[src/hdl/tws_pkg.sv]
// Package for the three-wire serial master: payload structs, phase codes,
// register indexes and timing constants. No dependencies.
package tws_pkg;

    localparam int COUNT_WIDTH = 10;
    localparam int CFG_WIDTH   = 10;
    localparam int CNT_WIDTH   = 5;

    localparam logic [CNT_WIDTH-1:0] MAX_BURST = 5'd31;

    localparam logic [CFG_WIDTH-1:0] HALF_PERIOD_RESET  = 10'd50;
    localparam logic [CFG_WIDTH-1:0] ENABLE_SETUP_RESET = 10'd100;

    localparam logic [1:0] REG_HALF_PERIOD  = 2'd0;
    localparam logic [1:0] REG_ENABLE_SETUP = 2'd1;

    typedef enum logic [2:0] {
        PH_IDLE     = 3'd0,
        PH_SETUP    = 3'd1,
        PH_CMD_LOW  = 3'd2,
        PH_CMD_HIGH = 3'd3,
        PH_DAT_LOW  = 3'd4,
        PH_DAT_HIGH = 3'd5,
        PH_FETCH    = 3'd6,
        PH_HOLD     = 3'd7
    } t_phase;

    typedef struct packed {
        logic       start_req;
        logic       cmd;
        logic [7:0] command_byte;
        logic [4:0] byte_count;
        logic [7:0] write_data;
        logic       io_in;
    } t_in;

    typedef struct packed {
        logic       chip_enable;
        logic       serial_clock;
        logic       io_out;
        logic       io_drive;
        logic       data_request;
        logic [7:0] read_data;
        logic       read_valid;
        logic       last_byte;
        logic       busy_res;
    } t_out;

    // Per-tick events raised by the phase sequencer
    typedef struct packed {
        logic       request;
        logic       valid;
        logic       last;
        logic [7:0] rdata;
    } t_evt;

endpackage

[src/hdl/three_wire_serial_master_top.sv]
// The result for a tick transaction is registered in the output register on acceptance.
// One tick transaction per cycle unless stalled; the phase sequencer updates once per tick.
// A full output register parts the sides: stall passes back only while it is held.
// Reset (synchronous, active low): idle phase, counters and shift data cleared,
// half_period back to 50 and enable_setup back to 100 ticks.
module three_wire_serial_master_top
    import tws_pkg::*;
(
    input  logic                 i_clk,
    input  logic                 i_rst_n,
    input  logic                 i_valid,
    output logic                 o_stall,
    input  t_in                  i_data,
    output logic                 o_valid,
    input  logic                 i_stall,
    output t_out                 o_data,
    input  logic                 i_cfg_we,
    input  logic [1:0]           i_cfg_index,
    input  logic [CFG_WIDTH-1:0] i_cfg_data
);

    logic [CFG_WIDTH-1:0]   r_half_period;
    logic [CFG_WIDTH-1:0]   r_enable_setup;

    t_phase                 r_phase, n_phase;
    logic [COUNT_WIDTH-1:0] r_tick, n_tick;
    logic [2:0]             r_bit, n_bit;
    logic [7:0]             r_shift, n_shift;
    logic [CNT_WIDTH-1:0]   r_left, n_left;
    logic                   r_is_read, n_is_read;

    logic                   r_out_valid;
    t_out                   r_out, n_out;
    t_evt                   evt;

    logic                   accept;
    logic [CFG_WIDTH-1:0]   span_lim;
    logic                   span_end;
    logic [COUNT_WIDTH:0]   tick_inc;
    logic [CNT_WIDTH-1:0]   count_sat;
    logic [CNT_WIDTH-1:0]   left_dec;

    assign o_stall = r_out_valid && i_stall;
    assign accept  = i_valid && !o_stall;
    assign o_valid = r_out_valid;
    assign o_data  = r_out;

    always_ff @(posedge i_clk) begin
        if (!i_rst_n) begin
            r_half_period  <= HALF_PERIOD_RESET;
            r_enable_setup <= ENABLE_SETUP_RESET;
        end else if (i_cfg_we) begin
            case (i_cfg_index)
                REG_HALF_PERIOD:  r_half_period  <= i_cfg_data;
                REG_ENABLE_SETUP: r_enable_setup <= i_cfg_data;
                default: ;
            endcase
        end
    end

    // Span length for the current phase; a zero register acts as one
    always_comb begin
        span_lim = (r_phase == PH_SETUP || r_phase == PH_HOLD) ? r_enable_setup
                                                               : r_half_period;
        if (span_lim == '0) begin
            span_lim = CFG_WIDTH'(1);
        end
        tick_inc = {1'b0, r_tick} + (COUNT_WIDTH+1)'(1);
        span_end = (tick_inc >= (COUNT_WIDTH+1)'(span_lim));
    end

    assign left_dec = r_left - CNT_WIDTH'(1);

    always_comb begin
        count_sat = i_data.byte_count;
        if (count_sat == '0) begin
            count_sat = CNT_WIDTH'(1);
        end
        if (count_sat > MAX_BURST) begin
            count_sat = MAX_BURST;
        end
    end

    // Next state
    always_comb begin
        n_phase   = r_phase;
        n_tick    = r_tick;
        n_bit     = r_bit;
        n_shift   = r_shift;
        n_left    = r_left;
        n_is_read = r_is_read;
        evt       = '0;

        // Shared span counter, outside idle and fetch: restart at the end of a span, else advance
        if (r_phase != PH_IDLE && r_phase != PH_FETCH) begin
            n_tick = span_end ? '0 : tick_inc[COUNT_WIDTH-1:0];
        end

        case (r_phase)
            PH_IDLE: begin
                if (i_data.start_req) begin
                    n_is_read = i_data.cmd;
                    n_shift   = i_data.command_byte | {7'd0, i_data.cmd};
                    n_left    = count_sat;
                    n_bit     = '0;
                    n_tick    = '0;
                    n_phase   = PH_SETUP;
                end
            end
            PH_SETUP: begin
                if (span_end) n_phase = PH_CMD_LOW;
            end
            PH_CMD_LOW: begin
                if (span_end) n_phase = PH_CMD_HIGH;
            end
            PH_CMD_HIGH: begin
                if (span_end) begin
                    if (r_bit == 3'd7) begin
                        n_bit = '0;
                        if (r_is_read) begin
                            n_shift = '0;
                            n_phase = PH_DAT_LOW;
                        end else begin
                            n_phase     = PH_FETCH;
                            evt.request = 1'b1;
                            evt.last    = (r_left == CNT_WIDTH'(1));
                        end
                    end else begin
                        n_bit   = r_bit + 3'd1;
                        n_phase = PH_CMD_LOW;
                    end
                end
            end
            PH_DAT_LOW: begin
                if (span_end) begin
                    if (r_is_read) begin
                        // Sample on the last tick of the clock-low half
                        n_shift[r_bit] = r_shift[r_bit] | i_data.io_in;
                        if (r_bit == 3'd7) begin
                            evt.valid = 1'b1;
                            evt.rdata = n_shift;
                            evt.last  = (r_left == CNT_WIDTH'(1));
                        end
                    end
                    n_phase = PH_DAT_HIGH;
                end
            end
            PH_DAT_HIGH: begin
                if (span_end) begin
                    if (r_bit == 3'd7) begin
                        n_bit  = '0;
                        n_left = left_dec;
                        if (left_dec == '0) begin
                            n_phase = PH_HOLD;
                        end else if (r_is_read) begin
                            n_shift = '0;
                            n_phase = PH_DAT_LOW;
                        end else begin
                            n_phase     = PH_FETCH;
                            evt.request = 1'b1;
                            evt.last    = (left_dec == CNT_WIDTH'(1));
                        end
                    end else begin
                        n_bit   = r_bit + 3'd1;
                        n_phase = PH_DAT_LOW;
                    end
                end
            end
            PH_FETCH: begin
                n_shift = i_data.write_data;
                n_bit   = '0;
                n_tick  = '0;
                n_phase = PH_DAT_LOW;
            end
            PH_HOLD: begin
                if (span_end) n_phase = PH_IDLE;
            end
            default: begin
                n_phase = PH_IDLE;
            end
        endcase
    end

    // Pin levels after this tick's update
    always_comb begin
        n_out              = '0;
        n_out.chip_enable  = (n_phase != PH_IDLE);
        n_out.busy_res     = (n_phase != PH_IDLE);
        n_out.serial_clock = (n_phase == PH_CMD_HIGH) || (n_phase == PH_DAT_HIGH);
        n_out.io_drive     = !(n_is_read && ((n_phase == PH_DAT_LOW) ||
                                              (n_phase == PH_DAT_HIGH) ||
                                              (n_phase == PH_HOLD)));
        if (n_out.io_drive && (n_phase == PH_SETUP || n_phase == PH_CMD_LOW ||
                               n_phase == PH_CMD_HIGH || n_phase == PH_DAT_LOW ||
                               n_phase == PH_DAT_HIGH)) begin
            n_out.io_out = n_shift[n_bit];
        end
        n_out.data_request = evt.request;
        n_out.read_valid   = evt.valid;
        n_out.read_data    = evt.rdata;
        n_out.last_byte    = evt.last;
    end

    always_ff @(posedge i_clk) begin
        if (!i_rst_n) begin
            r_phase     <= PH_IDLE;
            r_tick      <= '0;
            r_bit       <= '0;
            r_shift     <= '0;
            r_left      <= '0;
            r_is_read   <= 1'b0;
            r_out_valid <= 1'b0;
        end else begin
            if (accept) begin
                r_phase     <= n_phase;
                r_tick      <= n_tick;
                r_bit       <= n_bit;
                r_shift     <= n_shift;
                r_left      <= n_left;
                r_is_read   <= n_is_read;
                r_out_valid <= 1'b1;
            end else if (!i_stall) begin
                r_out_valid <= 1'b0;
            end
        end
    end

    always_ff @(posedge i_clk) begin
        if (accept) begin
            r_out <= n_out;
        end
    end

    a_busy_is_enable: assert property (@(posedge i_clk) disable iff (!i_rst_n)
        r_out_valid |-> (r_out.busy_res == r_out.chip_enable))
        else $error("busy and chip-enable disagree");

    a_read_released: assert property (@(posedge i_clk) disable iff (!i_rst_n)
        (r_out_valid && r_out.read_valid) |-> !r_out.io_drive)
        else $error("read byte reported while data pin driven");

    a_no_out_undriven: assert property (@(posedge i_clk) disable iff (!i_rst_n)
        (r_out_valid && !r_out.io_drive) |-> !r_out.io_out)
        else $error("data level set while pin released");

    a_last_with_event: assert property (@(posedge i_clk) disable iff (!i_rst_n)
        (r_out_valid && r_out.last_byte) |->
            (r_out.read_valid || r_out.data_request))
        else $error("last byte flag without byte event");

    a_fetch_follows_request: assert property (@(posedge i_clk) disable iff (!i_rst_n)
        ($past(accept) && $past(evt.request)) |-> (r_phase == PH_FETCH))
        else $error("write byte request without fetch phase");

endmodule
[config.mk]
export PLATFORM = sky130hd
export DESIGN_NAME = three_wire_serial_master_top
export DESIGN_NICKNAME = d
export VERILOG_FILES = /design/src/hdl/tws_pkg.sv /design/src/hdl/three_wire_serial_master_top.sv
export SDC_FILE = /design/constraint.sdc
export NUM_CORES = 1
export LEC_CHECK = 0
export BUFFER_PORTS_ARGS = -buffer_cell sky130_fd_sc_hd__buf_2
export CORE_MARGIN = 2
export CORE_UTILIZATION = 40
export CTS_CLUSTER_SIZE = 14
export DETAILED_ROUTE_END_ITERATION = 10
export PLACE_DENSITY = 0.64
export SLEW_MARGIN = 20
export SYNTH_ARGS = -nofsm -noshare
export SYNTH_HDL_FRONTEND = slang
export SYNTH_SLANG_ARGS = --single-unit
[constraint.sdc]
create_clock -name i_clk -period 8.53 [get_ports i_clk]
set_input_delay 0 -clock i_clk [delete_from_list [all_inputs] [get_ports i_clk]]
set_output_delay 0 -clock i_clk [all_outputs]
set_load 0.005 [all_outputs]
Word level (Yosys, flattened, before mapping)
Index checks and enable logic that the tools add are counted.

$add $sub $neg: 3. Multiply operators: 0. Div/mod/pow operators: 0. Order comparisons: 5. Equality and inequality tests: 22. Shifts and indexed selects: 0. Multiplexer cells: 67. Bitwise logic cells: 2. Reduce and logical (&&, ||, !) cells: 30.

Operators by type and width (count): $mux W8 (9); $mux W10 (6); $pmux W8 S5 (1); $mux W3 (13); $mux W5 (5); $eq A3 B3 Y1 const B (8); $pmux W3 S8 (1); $mux W1 (20); $pmux W10 S2 (1); $mux W9 (2); $eq A3 B2 Y1 const B (4); $add A10 B1 Y11 const B (1); $ge A11 B10 Y1 (1); $eq A5 B1 Y1 const B (2); $logic_not A10 Y1 (1); $logic_not A5 Y1 (2); $pmux W5 S2 (1); $pmux W3 S3 (1); $bwmux W8 (1); $logic_or A1 B1 Y1 (8); $lt A3 B4 Y1 const B (2); $or A8 B1 Y8 (1); $bmux W1 S3 (2); $eq A3 B1 Y1 const B (2); 24 further kinds (34).

Register bits after elaboration: 66. Bits in latches: 0. Bits in writable memories: 0. ROM bits: 0. Input port bits: 41. Output and inout port bits: 18. Memories: 0.

Longest topological paths before layout
Gate-level depths: netlist of the first run.

Word-level depth: 14. Depth in mapped cells: 19. Mapped depth without buffers: 17.

Least setup slack after synthesis of the first run
No wires, ideal clock.

Path type: flip-flop to flip-flop. Start point: register r_phase[0]. End point: register r_out (netlist bit o_data[13]) (data pin). Library setup time: 0.158 ns. Arrival: 4.062 ns. Required time: 8.372 ns. Setup slack: 4.309 ns. Stages on the path, launching flop included: 17. Path buffers: 2. Clock period less this slack: 4.221 ns. Cells stage by stage: dfxtp_1 clkbuf_1 clkbuf_1 nand2_1 mux2i_1 nand4_1 o31ai_1 ha_1 nor2b_1 o21ai_1 a31oi_4 o41ai_4 mux2i_2 or2_1 a211oi_1 or4_1 a22oi_1.

Longest elaborated chain between the ends: 14. Elaborated cells on any way between the ends: 46.

RTL lines: from (decl) (RTL line three_wire_serial_master_top.sv:25) `t_phase r_phase, n_phase;`; from (signal assigned) (RTL line three_wire_serial_master_top.sv:215) `r_phase <= n_phase;`; $eq A3 B1 Y1 / $eq A3 B3 Y1 (equally long branches) (RTL line three_wire_serial_master_top.sv:63, three_wire_serial_master_top.sv:99); $logic_or A1 B1 Y1 (RTL line three_wire_serial_master_top.sv:63) `span_lim = (r_phase == PH_SETUP || r_phase == PH_HOLD) ? r_enable_setup`; $mux W10 (RTL line three_wire_serial_master_top.sv:63); $logic_not A10 Y1 (RTL line three_wire_serial_master_top.sv:65) `if (span_lim == '0) begin`; $mux W10 (RTL line three_wire_serial_master_top.sv:65); $ge A11 B10 Y1 (RTL line three_wire_serial_master_top.sv:69) `span_end = (tick_inc >= (COUNT_WIDTH+1)'(span_lim));`; $mux W3 (tied with other cells) (RTL line three_wire_serial_master_top.sv:176) `if (span_end) n_phase = PH_IDLE;`; $pmux W3 S8 (RTL line three_wire_serial_master_top.sv:99) `case (r_phase)`; $eq A3 B3 Y1 (tied with other cells) (RTL line three_wire_serial_master_top.sv:190, three_wire_serial_master_top.sv:194); $logic_or A1 B1 Y1 (on tied branches) (RTL line three_wire_serial_master_top.sv:190, three_wire_serial_master_top.sv:193); $logic_or A1 B1 Y1 (on tied branches) (RTL line three_wire_serial_master_top.sv:191, three_wire_serial_master_top.sv:193); $logic_and A1 B1 Y1 / $logic_or A1 B1 Y1 (equally long branches) (RTL line three_wire_serial_master_top.sv:190, three_wire_serial_master_top.sv:194); $logic_not A1 Y1 / $logic_or A1 B1 Y1 (equally long branches) (RTL line three_wire_serial_master_top.sv:190, three_wire_serial_master_top.sv:194); $logic_and A1 B1 Y1 (RTL line three_wire_serial_master_top.sv:193) `if (n_out.io_drive && (n_phase == PH_SETUP || n_phase == PH_CMD_LOW ||`; to (signal assigned) (RTL line three_wire_serial_master_top.sv:230) `r_out <= n_out;`; to (decl) (RTL line three_wire_serial_master_top.sv:33) `t_out r_out, n_out;`.

Parallel ways exist; a longest one is shown, timed or not. The select of a mux whose other input is x is not followed. A chain may end at the register's enable or synchronous reset.

Worst setup path in the final report of the first run
Start point: register r_phase[1]. End point: register r_out (netlist bit o_data[13]) (data pin).

The elaborated chain is that of the path after synthesis.

==> results of run 1 <==
cell type report:
class	count	area [µm²]	area share
clock buffer	15	198	0.0404
clock inverter	1	5.00	0.00102
inverter	15	56.3	0.0115
multi-input combinational	398	2540	0.519
sequential	66	1470	0.301
tap	136	170	0.0348
timing repair buffer	75	450	0.0921
through the flow:
| step | setup WS, ns | instances | total power (W) | area (µm²) | util |
|---|---|---|---|---|---|
| after detailed placement | 3.51 | 677 | 0.000482 | 4550 | 0.444 |
| after global placement | 3.70 | 677 | 0.000480 | 4550 | 0.444 |
| after global routing | 2.98 | 706 | 0.000787 | 4890 | 0.478 |
| final | 3.41 | 706 | 0.000751 | 4890 | 0.478 |
| after floorplan | 4.31 | 505 | 0.000441 | 4160 | - |
| after CTS | 3.48 | 706 | 0.000755 | 4880 | 0.477 |
kinds of logic (layout without fill, tap and decap cells):
logic type               Yosys count  count (layout)  synth area share
adder cells (fa/ha/maj)           17              17            0.0511
AND/OR/NAND/NOR                  209             209             0.240
flip-flops                        66              66             0.353
buffers and inverters             41             106            0.0394
XOR/XNOR                           8               8            0.0168
AO/OA/AOI/OAI                    145             145             0.252
multiplexers                      19              19            0.0475
worst max-delay path, delay by kind of cell, from the launching register on:
| family | cells | cell delay, ns |
|---|---|---|
| DFF | 1 | 0.74 |
| AOI/OAI and AO/OA | 6 | 1.53 |
| muxes | 2 | 0.92 |
| buffers and inverters | 2 | 0.21 |
| and+or+nand+nor | 6 | 1.28 |
| adders and majority gates | 1 | 0.16 |
cell usage in the layout (no fill, tap or decap), types with 5 or more instances in the layout:
cell,count
dlygate4sd3_1,13
inv_1,13
a21oi_1,29
clkbuf_8,12
edfxtp_1,15
o21ai_0,19
nand2_1,83
mux2i_1,15
a211oi_1,5
dfxtp_1,51
a21boi_0,17
ha_1,17
nor2b_1,11
buf_2,58
a22oi_1,13
nand2b_1,5
nand4_1,5
nand3b_1,5
a31oi_1,7
and3_1,5
nor3_1,9
nor2_1,42
nand3_1,19
o31ai_1,7
path summary, 6_finish.rpt:
check | startpoint | end | slack [ns] | depth (start not counted)
max | r_phase[1] | o_data[13] | 3.41 | 17
min | i_cfg_index[1] | r_half_period[2] | 0.05 | 4
max reg2reg | r_phase[1] | o_data[13] | 3.41 | 17
min reg2reg | r_enable_setup[6] | r_enable_setup[6] | 0.47 | 2
repair_timing:
item / CTS / global route
endpoints found under the hold margin: 22 / 0
hold buffers: 13 / 0
setup buffers: 0 / 0
routing by layer:
| metal | up-vias | part of all wire | global-route usage |
|---|---|---|---|
| li1 | 1971 | - | - |
| met1 | 1881 | 0.45 | 0.262 |
| met2 | 152 | 0.46 | 0.316 |
| met3 | 21 | 0.068 | 0.0466 |
| met4 | 0 | 0.017 | 0.0695 |
| met5 | - | 0 | 0 |
power by group through the flow:
stage / Clock [W] / Combinational (W) / Sequential (W)
after global placement: 0 / 0.000122 / 0.000359
after detailed placement: 0 / 0.000124 / 0.000359
after global routing: 0.000288 / 0.000145 / 0.000354
final: 0.000268 / 0.000131 / 0.000352
after floorplan: 0 / 0.0000910 / 0.000350
after CTS: 0.000274 / 0.000129 / 0.000352
state kept, by name, indices dropped and copies added, names as in the netlist:
register / count
o_data: 15
o_valid: 1
r_bit: 3
r_enable_setup: 10
r_half_period: 10
r_is_read: 1
r_left: 5
r_phase: 3
r_shift: 8
r_tick: 10
==> metrics.md, run 1 <==
| Metric | Value |
|---|---|
| Most frequent CP cell | `mux2i_1` |
| I/O pins | `59` |
| Max VDD drop | `0.0802 mV` |
| Drt drc | `0` |
| Num rows | `37` |
| Routed WL per cell | `15.4 µm` |
| Starting density of the core | `0.407` |
| Synth Cell Area | `4160 µm²` |
| Final worst path period share | `0.600` |
| Clock Pin Slew Worst Setup and Hold Paths | `0.08 ns` |
| Sequential area share after synthesis | `0.353` |
| Max Freq | `0.195 GHz` |
| Seq cells post-synth | `66` |
| Final hold vios | `0` |
| Clk sinks | `66` |
| Crit-path max cell delay | `0.74 ns` |
| Outcome | `complete, no violations` |
| HP Class | `input port to flop` |
| Net Sw Power | `0.000215 W` |
| PortBufs | `58` |
| Main synth FF type | `dfxtp_1` |
| Slowest-stage cell, CP | `dfxtp_1` |
| Fin crit period | `5.12 ns` |
| Post-synth top cells | `83 x nand2_1, 51 x dfxtp_1, 42 x nor2_1` |
| Routability cong. | `0.913` |
| Core area | `10200 µm²` |
| Max Cap Viol | `0` |
| # fillers | `1003` |
| Syn. warnings | `0` |
| Power density over the cells | `154 nW/µm²` |
| Largest net degree at the start of global routing | `39` |
| CTS H-tree lvls | `3` |
| Syn Nets | `563` |
| CTS buffer count | `9` |
| ANT cells | `0` |
| Setup CP Type | `flop to flop` |
| Die area | `11200 µm²` |
| Die Height | `106 µm` |
| Post-DP HPWL | `7.79 mm` |
| DRT iter0 DRCs | `392` |
| Nets | `623` |
| Critical path arrival | `5.20 ns` |
| Vias | `4025` |
| Drt first pass iters | `5` |
| Post-CTS resize count | `0` |
| Synth top area share | `0.245` |
| Slew margin rel. | `0.499` |
| Number of synthesized flops with an enable pin | `15` |
| Critical path launch point type | `flop` |
| Fin Setup TNS | `0 ns` |
| Clock Power Share | `0.357` |
| Clk Latency, worst-skew pair | `0.35 ns` |
| Drt total wl | `10.8 mm` |
| Grt total ovfl | `0` |
| Antenna-violating nets left | `0` |
| Internal Power | `0.000537 W` |
| Combinational share of power | `0.174` |
| Max Transition Viols Final | `0` |
| Share of post-route cells with drive strength above 1 | `0.174` |
| CP max FO | `20` |
| Synthesized instance count | `505` |
| Sequential power share | `0.469` |
| CTS root buffer | `clkbuf_8` |
| Leading area contributor after synthesis | `dfxtp_1` |
| First-pass GRT wire length | `18.0 mm` |
| Vias in the first global route | `3799` |
| RSZ-0062 raised after global routing | `false` |
| Vias per cell | `5.70` |
| CTS tree | `yes` |
| Switching portion of total power | `0.286` |
| Die W | `106 µm` |
| Final setup fails | `0` |
| GRT Total Usage | `0.198` |
| Synth-to-Final Area Change | `17.4%` |
| Max clock buf depth | `2` |
| Min Hold Slack | `0.0462 ns` |
| Pleak | `2.08 nW` |
| Antenna violations before repair | `0` |
| Syn avg cell area | `8.25 µm²` |
| Crit end category | `flop` |
| Asr flop ratio synth | `0` |
| Slew of the pin with the lowest slew margin | `0.746 ns` |
| Most numerous cell in the Yosys netlist | `nand2_1` |
| CP Cell Sequence | `and2b_1, or2_4, inv_2, nand2_1, mux2i_1, nand4_1, o31ai_1, ha_1, nor2b_1, o21ai_1, a31oi_4, o41ai_4, mux2i_1, inv_1, a2111oi_0, or4_1, a22oi_1` |
| Largest cells by area after synthesis | `dfxtp_1 25%, edfxtp_1 11%, nand2_1 7.5%, ha_1 5.1%, nor2_1 3.8%` |
| Synth unique cells | `69` |
| Worst endpoint required time | `8.62 ns` |
| Clock skew | `0.00936 ns` |
Power figures use the tool's default switching activity.
==> inputs of run 2 (changes only) <==
--- a/config.mk
+++ b/config.mk
@@ -5,6 +5,7 @@
 export SDC_FILE = /design/constraint.sdc
 export NUM_CORES = 1
 export LEC_CHECK = 0
+export ABC_AREA = 1
 export BUFFER_PORTS_ARGS = -buffer_cell sky130_fd_sc_hd__buf_2
 export CORE_MARGIN = 2
 export CORE_UTILIZATION = 40
==> constraint.sdc (replaced) <==
create_clock -name i_clk -period 5.3 [get_ports i_clk]
set_input_delay 0 -clock i_clk [delete_from_list [all_inputs] [get_ports i_clk]]
set_output_delay 0 -clock i_clk [all_outputs]
set_load 0.005 [all_outputs]
==> run 2 against run 1 <==
Effect of this change: critical path depth rose by 9; die area is 3.6% higher; register-to-register slack got worse by 2.2 ns; first-iteration DRC count is 33% lower; global-route usage is 0.99 points higher; clock skew grew 0.0086 ns; hold slack improved by 0.00084 ns; critical path type unchanged; highest routed layer unchanged.
==> metrics.md, run 2 <==
| Metric | Value |
|---|---|
| RR Endpoint | `o_data[13]` |
| Vias in the first global route | `4020 (+5.8%)` |
| Hold Crit Start | `i_data[9]` |
| Sequential area share after synthesis | `0.341 (-0.0128)` |
| Final setup fails | `0 (unchanged)` |
| Number of synthesized flops with an enable pin | `15 (unchanged)` |
| Commonest non-fill, non-tap cell in the layout | `nand2_1` |
| Hold-fix buffers at CTS | `14 (+1)` |
| Post-synth top cells | `136 x nand2_1, 68 x nor2_1, 65 x inv_1` |
| Max VDD drop | `0.129 mV (+60%)` |
| Post-Synth Simple-Gate Area | `0.325 (+0.0846)` |
| Internal Power | `0.000946 W (+76%)` |
| Critical path arrival | `4.20 ns (-1.00 ns)` |
| Largest cells by area after synthesis | `dfxtp_1 24%, nand2_1 12%, edfxtp_1 10%, nor2_1 5.9%, inv_1 5.6%` |
| Num rows | `37 (unchanged)` |
| Die area | `11600 µm² (+3.6%)` |
| Outcome | `complete, no violations` |
| ANT cells | `0 (unchanged)` |
| Vias | `4242 (+5.4%)` |
| Worst Hold Path EP | `r_left[0]` |
| Sequential power share | `0.420 (-0.049)` |
| Synth top area share | `0.236 (-0.00888)` |
| Pleak | `2.31 nW (+11%)` |
| Vias per cell | `5.19 (-8.9%)` |
| Crit path buffers/inverters | `2 (unchanged)` |
| I/O pins | `59 (unchanged)` |
| Routability cong. | `0.901 (-1.3%)` |
| Worst Hold Depth | `5 (+1)` |
| Setup CP Type | `flop to flop` |
| Asr flop ratio synth | `0 (unchanged)` |
| CTS H-tree lvls | `3 (unchanged)` |
| Clock skew | `0.0180 ns (+0.00862 ns)` |
| HP Class | `input port to flop` |
| Max Cap Viol | `0 (unchanged)` |
| Slowest-stage cell, CP | `dfxtp_1` |
| Grt met1 use | `0.270 (+0.00788)` |
| Main synth FF type | `dfxtp_1` |
| Die Height | `108 µm (+1.8%)` |
| Synthesized instance count | `613 (+21%)` |
| Drt first pass iters | `5 (unchanged)` |
| Max reg flops | `15 (unchanged)` |
| GR Util met3 | `0.0303 (-0.0163)` |
| Fin Setup TNS | `0 ns (unchanged)` |
| Seq cells post-synth | `66 (unchanged)` |
| Total design power | `0.00138 W (+83%)` |
| Final hold vios | `0 (unchanged)` |
| Largest net degree at the start of global routing | `40 (+2.6%)` |
| Most used routing layer | `met2` |
| Combinational share of power | `0.200 (+0.026)` |
| CTS buffer count | `9 (unchanged)` |
| First-pass GRT wire length | `19.1 mm (+5.8%)` |
| Setup bufs post-CTS | `0 (unchanged)` |
| Max clock buf depth | `2 (unchanged)` |
| Max Freq | `0.246 GHz (+26%)` |
| Commonest non-fill, non-tap cells in the layout | `136 x nand2_1, 67 x nor2_1, 65 x inv_1, 58 x buf_2, 51 x dfxtp_1` |
| Most numerous cell in the Yosys netlist | `nand2_1` |
| Worst endpoint required time | `5.43 ns (-3.19 ns)` |
| Complex-gate fraction of the synthesized area | `0.142 (-0.109)` |
| Fin crit period | `4.07 ns (-1.04 ns)` |
| Post-DP HPWL | `8.45 mm (+8.4%)` |
| Max Transition Viols Final | `0 (unchanged)` |
| Core area | `10400 µm² (+1.8%)` |
| GRT Total Usage | `0.208 (+0.00993)` |
| Final worst path period share | `0.768 (+0.169)` |
| Die W | `108 µm (+1.8%)` |
| GRT met2 Usage | `0.341 (+0.0253)` |
| Synth-to-Final Area Change | `16.9%` |
| Post-CTS resize count | `0 (unchanged)` |
| Synth unique cells | `45 (-35%)` |
| Most frequent CP cell | `nand2_1` |
| Syn. warnings | `0 (unchanged)` |
| Antenna-violating nets left | `0 (unchanged)` |
| Crit end category | `flop` |
| Drt drc | `0 (unchanged)` |
| Net Sw Power | `0.000430 W (+100%)` |
| Starting density of the core | `0.415 (+0.00778)` |
| DRT iter0 DRCs | `264 (-33%)` |
| Critical Path Stages | `26 (+9)` |
| Clock Power Share | `0.381 (+0.024)` |
| Share of post-route cells with drive strength above 1 | `0.169 (-0.00481)` |
| Power density over the cells | `272 nW/µm² (+77%)` |
| Clk sinks | `66 (unchanged)` |
| PortBufs | `58 (unchanged)` |
| Adder-Cell Fraction of Synth Area | `0.0492 (-0.00185)` |
| Leading area contributor after synthesis | `dfxtp_1` |
| Post-Synth XOR/XNOR Area | `0.0223 (+0.00547)` |
| Clk Latency, worst-skew pair | `0.36 ns (about the same)` |
| Drt total wl | `11.4 mm (+5.0%)` |
| CP max FO | `23 (+15%)` |
| CP delay by family, top | `simple AND/OR/NAND/NOR gates` |
| R2R Path Start | `r_phase[0]` |
| Syn avg cell area | `7.05 µm² (-15%)` |
| Depth of the most critical reg-to-reg path | `26 (+9)` |
| Worst R2R Setup Slack | `1.23 ns (-2.19 ns)` |
| Slew of the pin with the lowest slew margin | `1.08 ns (+0.339 ns)` |
| CTS tree | `yes` |
| Nets | `734 (+18%)` |
| Crit-path max cell delay | `0.51 ns (-0.23 ns)` |
| Slew margin rel. | `0.271 (-0.228)` |
| Critical path launch point type | `flop` |
| Largest family of logic cells by synthesized area | `simple AND/OR/NAND/NOR gates` |
| RSZ-0062 raised after global routing | `false` |
| Switching portion of total power | `0.312 (+0.0269)` |
| Clock Pin Slew Worst Setup and Hold Paths | `0.09 ns (about the same)` |
| Routed WL per cell | `13.9 µm (-9.3%)` |
| Antenna violations before repair | `0 (unchanged)` |
| Grt total ovfl | `0 (unchanged)` |
| Synth Cell Area | `4320 µm² (+3.8%)` |
| CTS root buffer | `clkbuf_8` |
| Mux share of post-synthesis cell area | `0.0209 (-0.0266)` |
| Syn Nets | `671 (+19%)` |
[run 2: cell types whose count changed in the layout (fill, tap and decap cells not counted), moves of 16 or more]
cell / before / now
a21boi_0: 17 / 0
inv_1: 13 / 65
nand2_1: 83 / 136
nand3_1: 19 / 42
nand4_1: 5 / 22
nor2_1: 42 / 67
o21ai_0: 19 / 35
[run 2: cell families after synthesis]
kind of cell | count (synthesis)
adders and majority gates | 17
xor gates and xnor gates | 11
AOI/OAI and AO/OA | 99
and+or+nand+nor | 311
DFF | 66
muxes | 9
buffers and inverters | 100
[run 2: how the worst max path moves through the flow]
stage	start	slack (ns)	end
6_report	r_phase[0]	1.23	o_data[13]
5_1_grt	r_phase[2]	0.69	o_data[13]
4_1_cts	r_phase[2]	1.28	o_data[13]
3_5_place_dp	r_phase[2]	1.29	o_data[13]
3_3_place_gp	r_phase[0]	1.44	o_data[13]
2_1_floorplan	r_phase[1]	1.86	o_data[13]
[run 2: final cells by class]
type,instances,area [µm²]
Timing Repair Buffer,74,445
Multi-Input combinational cell,447,2420
Inverter,78,300
Sequential cell,66,1470
Tap cell,136,170
Clock inverter,6,95.1
Fill cell,1053,5370
Clock buffer,10,149
[run 2: power groups by stage]
stage / combinational (W) / clock (W) / sequential, W
4_1_cts: 0.000274 / 0.000531 / 0.000577
5_1_grt: 0.000313 / 0.000555 / 0.000582
6_report: 0.000275 / 0.000524 / 0.000578
3_5_place_dp: 0.000264 / 0 / 0.000589
3_3_place_gp: 0.000262 / 0 / 0.000589
2_1_floorplan: 0.000202 / 0 / 0.000573
[run 2: stage by stage]
step | setup slack (ns) | instances | hold slack, ns | cell area (µm²) | utilization
2_1_floorplan | 1.86 | 613 | 0.109 | 4320 | -
3_3_place_gp | 1.44 | 787 | 0.227 | 4670 | 0.448
3_5_place_dp | 1.29 | 787 | 0.233 | 4670 | 0.448
4_1_cts | 1.28 | 817 | 0.0344 | 5050 | 0.485
5_1_grt | 0.690 | 817 | 0.0862 | 5050 | 0.485
6_report | 1.23 | 817 | 0.0470 | 5050 | 0.485
[run 2: worst min-delay path, cell delays in order]
cell       delay (ns)
buf_2            0.07
nand2_1          0.04
o2111ai_1        0.07
o21ai_0          0.09
nor2_1           0.08
[run 2: metal layers]
| layer | wire (µm) | vias to the layer above |
|---|---|---|
| met5 | 0 | - |
| met4 | 315 | 0 |
| met3 | 743 | 28 |
| met2 | 5220 | 148 |
| met1 | 5110 | 1893 |
| li1 | - | 2173 |
==> inputs of run 3 (changes only) <==
==> constraint.sdc (replaced) <==
create_clock -name i_clk -period 3.8 [get_ports i_clk]
set_input_delay 0 -clock i_clk [delete_from_list [all_inputs] [get_ports i_clk]]
set_output_delay 0 -clock i_clk [all_outputs]
set_load 0.005 [all_outputs]
==> run 3 against run 2 <==
Effect of this change: register-to-register slack worse by 1.1 ns; largest cell class unchanged; non-clock buffer count is 24 higher; core utilization is 3.5 points higher; setup slack worse by 1.1 ns; global-route usage is 0.86 points lower; sequential share of layout area is 1.9 points lower; total power is 35% higher; wire length is 4.0% higher; sequential power is 39% higher.
==> metrics.md, run 3 (synthesized netlist as in run 2, its figures left out) <==
| Metric | Value |
|---|---|
| Setup CP Type | `flop to flop` |
| CTS H-tree lvls | `3 (unchanged)` |
| CTS buffer count | `9 (unchanged)` |
| Max reg flops | `15 (unchanged)` |
| Internal Power | `0.00125 W (+32%)` |
| Routability cong. | `0.947 (+5.1%)` |
| Commonest non-fill, non-tap cell in the layout | `nand2_1` |
| Drt drc | `0 (unchanged)` |
| Antenna violations before repair | `0 (unchanged)` |
| Final instance area | `5420 µm² (+7.3%)` |
| RSZ-0062 raised after global routing | `true` |
| Fin crit period | `3.71 ns (-0.364 ns)` |
| Antenna-violating nets left | `0 (unchanged)` |
| Die area | `11600 µm² (unchanged)` |
| Grt total ovfl | `0 (unchanged)` |
| Combinational share of power | `0.246 (+0.046)` |
| Final Non-Filler Cells | `842 (+3.1%)` |
| Net Sw Power | `0.000611 W (+42%)` |
| Max Freq | `0.270 GHz (+9.8%)` |
| Total design power | `0.00186 W (+35%)` |
| Slew margin rel. | `0.460 (+0.189)` |
| Crit path buffers/inverters | `6 (+4)` |
| Clock skew | `0.0164 ns (-0.00161 ns)` |
| Clock Pin Slew Worst Setup and Hold Paths | `0.09 ns (about the same)` |
| Routed WL per cell | `14.1 µm (+0.93%)` |
| PortBufs | `58 (unchanged)` |
| CP max FO | `7 (-70%)` |
| FF/Latch Area | `1480 µm² (+0.43%)` |
| GRT Total Usage | `0.199 (-0.00863)` |
| Largest net degree at the start of global routing | `40 (unchanged)` |
| Power density over the cells | `344 nW/µm² (+26%)` |
| CTS root buffer | `clkbuf_8` |
| Slew of the pin with the lowest slew margin | `0.807 ns (-0.278 ns)` |
| CTS tree | `yes` |
| Max clock buf depth | `2 (unchanged)` |
| Vias per cell | `5.22 (+0.53%)` |
| Clock Power Share | `0.322 (-0.059)` |
| Max Cap Viol | `0 (unchanged)` |
| Core area | `10400 µm² (unchanged)` |
| # fillers | `1002 (-4.8%)` |
| Nets | `759 (+3.4%)` |
| Crit end category | `flop` |
| Worst endpoint required time | `4.04 ns (-1.39 ns)` |
| Crit-path max cell delay | `0.39 ns (-0.12 ns)` |
| I/O pins | `59 (unchanged)` |
| Synth-to-Final Area Change | `25.4%` |
| Final worst path period share | `0.976 (+0.207)` |
| Max VDD drop | `0.178 mV (+39%)` |
| CP delay by family, top | `simple AND/OR/NAND/NOR gates` |
| Starting density of the core | `0.415 (unchanged)` |
| Most frequent CP cell | `nand2_1` |
| Slowest-stage cell, CP | `dfxtp_4` |
| Drt total wl | `11.8 mm (+4.0%)` |
| Critical path launch point type | `flop` |
| ANT cells | `0 (unchanged)` |
| DRT iter0 DRCs | `294 (+11%)` |
| Fin Setup TNS | `0 ns (unchanged)` |
| Switching portion of total power | `0.328 (+0.0158)` |
| Multi-input logic area | `2600 µm² (+7.3%)` |
| Num rows | `37 (unchanged)` |
| Clk Latency, worst-skew pair | `0.36 ns (about the same)` |
| Pleak | `2.46 nW (+6.5%)` |
| Post-Place Cell Area | `4730 µm² (+1.4%)` |
| Max Transition Viols Final | `0 (unchanged)` |
| Final hold vios | `0 (unchanged)` |
| Final setup fails | `0 (unchanged)` |
| Post-Route Utilization | `0.520 (+0.0353)` |
| Cell Count Post-Placement | `794 (+0.89%)` |
| Commonest non-fill, non-tap cells in the layout | `130 x nand2_1, 65 x nor2_1, 63 x inv_1, 58 x buf_2, 48 x dfxtp_1` |
| Die Height | `108 µm (unchanged)` |
| Clk sinks | `66 (unchanged)` |
| Sequential power share | `0.433 (+0.013)` |
| Die W | `108 µm (unchanged)` |
| Critical path arrival | `3.95 ns (-0.25 ns)` |
| Vias in the first global route | `3998 (-0.55%)` |
| Drt first pass iters | `5 (unchanged)` |
| Post-DP HPWL | `8.16 mm (-3.4%)` |
| Vias | `4395 (+3.6%)` |
| Share of post-route cells with drive strength above 1 | `0.235 (+0.0663)` |
| Outcome | `complete, no violations` |
| HP Class | `input port to flop` |
| First-pass GRT wire length | `18.6 mm (-2.6%)` |
==> run 3: final cells by class <==
cell class | instances | area share
clock inverter | 7 | 0.0129
tap | 136 | 0.0314
sequential | 66 | 0.273
multi-input combinational | 448 | 0.479
timing repair buffer | 98 | 0.125
inverter | 78 | 0.0563
clock buffer | 9 | 0.0229
==> run 3: per-stage QoR <==
stage                     worst slack (ns)  hold slack, ns
final                               0.0921          0.0220
after global routing                -0.177          0.0756
after CTS                           0.0124          0.0249
after detailed placement           -0.0166           0.242
after global placement            -0.00889           0.227
after floorplan                      0.363           0.109
==> run 3: repair_timing <==
item                                    CTS  global route
resized for setup                         4            42
pin swaps                                 0            11
gates cloned                              0             1
hold buffers                             14             0
buffers inserted                          0            17
hold endpoints to repair                 23             0
endpoints found under the setup margin    1             4
==> run 3: final timing paths <==
kind	cells past startpoint	slack [ns]	from	endpoint
worst min register to register	2	0.49	r_left[3]	r_left[3]
worst max register to register	28	0.09	r_phase[1]	o_data[13]
worst min-delay path	5	0.02	i_data[9]	r_left[0]
worst max-delay path	28	0.09	r_phase[1]	o_data[13]
==> run 3: metal layers <==
metal | vias to the layer above | share of wire | GRT usage | wire [µm]
li1 | 2223 | - | - | -
met1 | 1993 | 0.43 | 0.251 | 5100
met2 | 156 | 0.49 | 0.343 | 5780
met3 | 23 | 0.062 | 0.0357 | 729
met4 | 0 | 0.020 | 0.0668 | 238
met5 | - | 0 | 0 | 0
==> run 3: tightest hold or removal path: stages <==
cell and delay (ns):
buf_2 0.07, nand2_1 0.04, o2111ai_1 0.07, o21ai_0 0.08
nor2_1 0.08
==> run 3: power by group through the flow <==
stage	combinational, W	clock (W)	sequential (W)
floorplan	0.000282	0	0.000800
global placement	0.000382	0	0.000814
detailed placement	0.000386	0	0.000814
CTS	0.000401	0.000607	0.000799
global route	0.000510	0.000629	0.000811
finish	0.000458	0.000599	0.000805
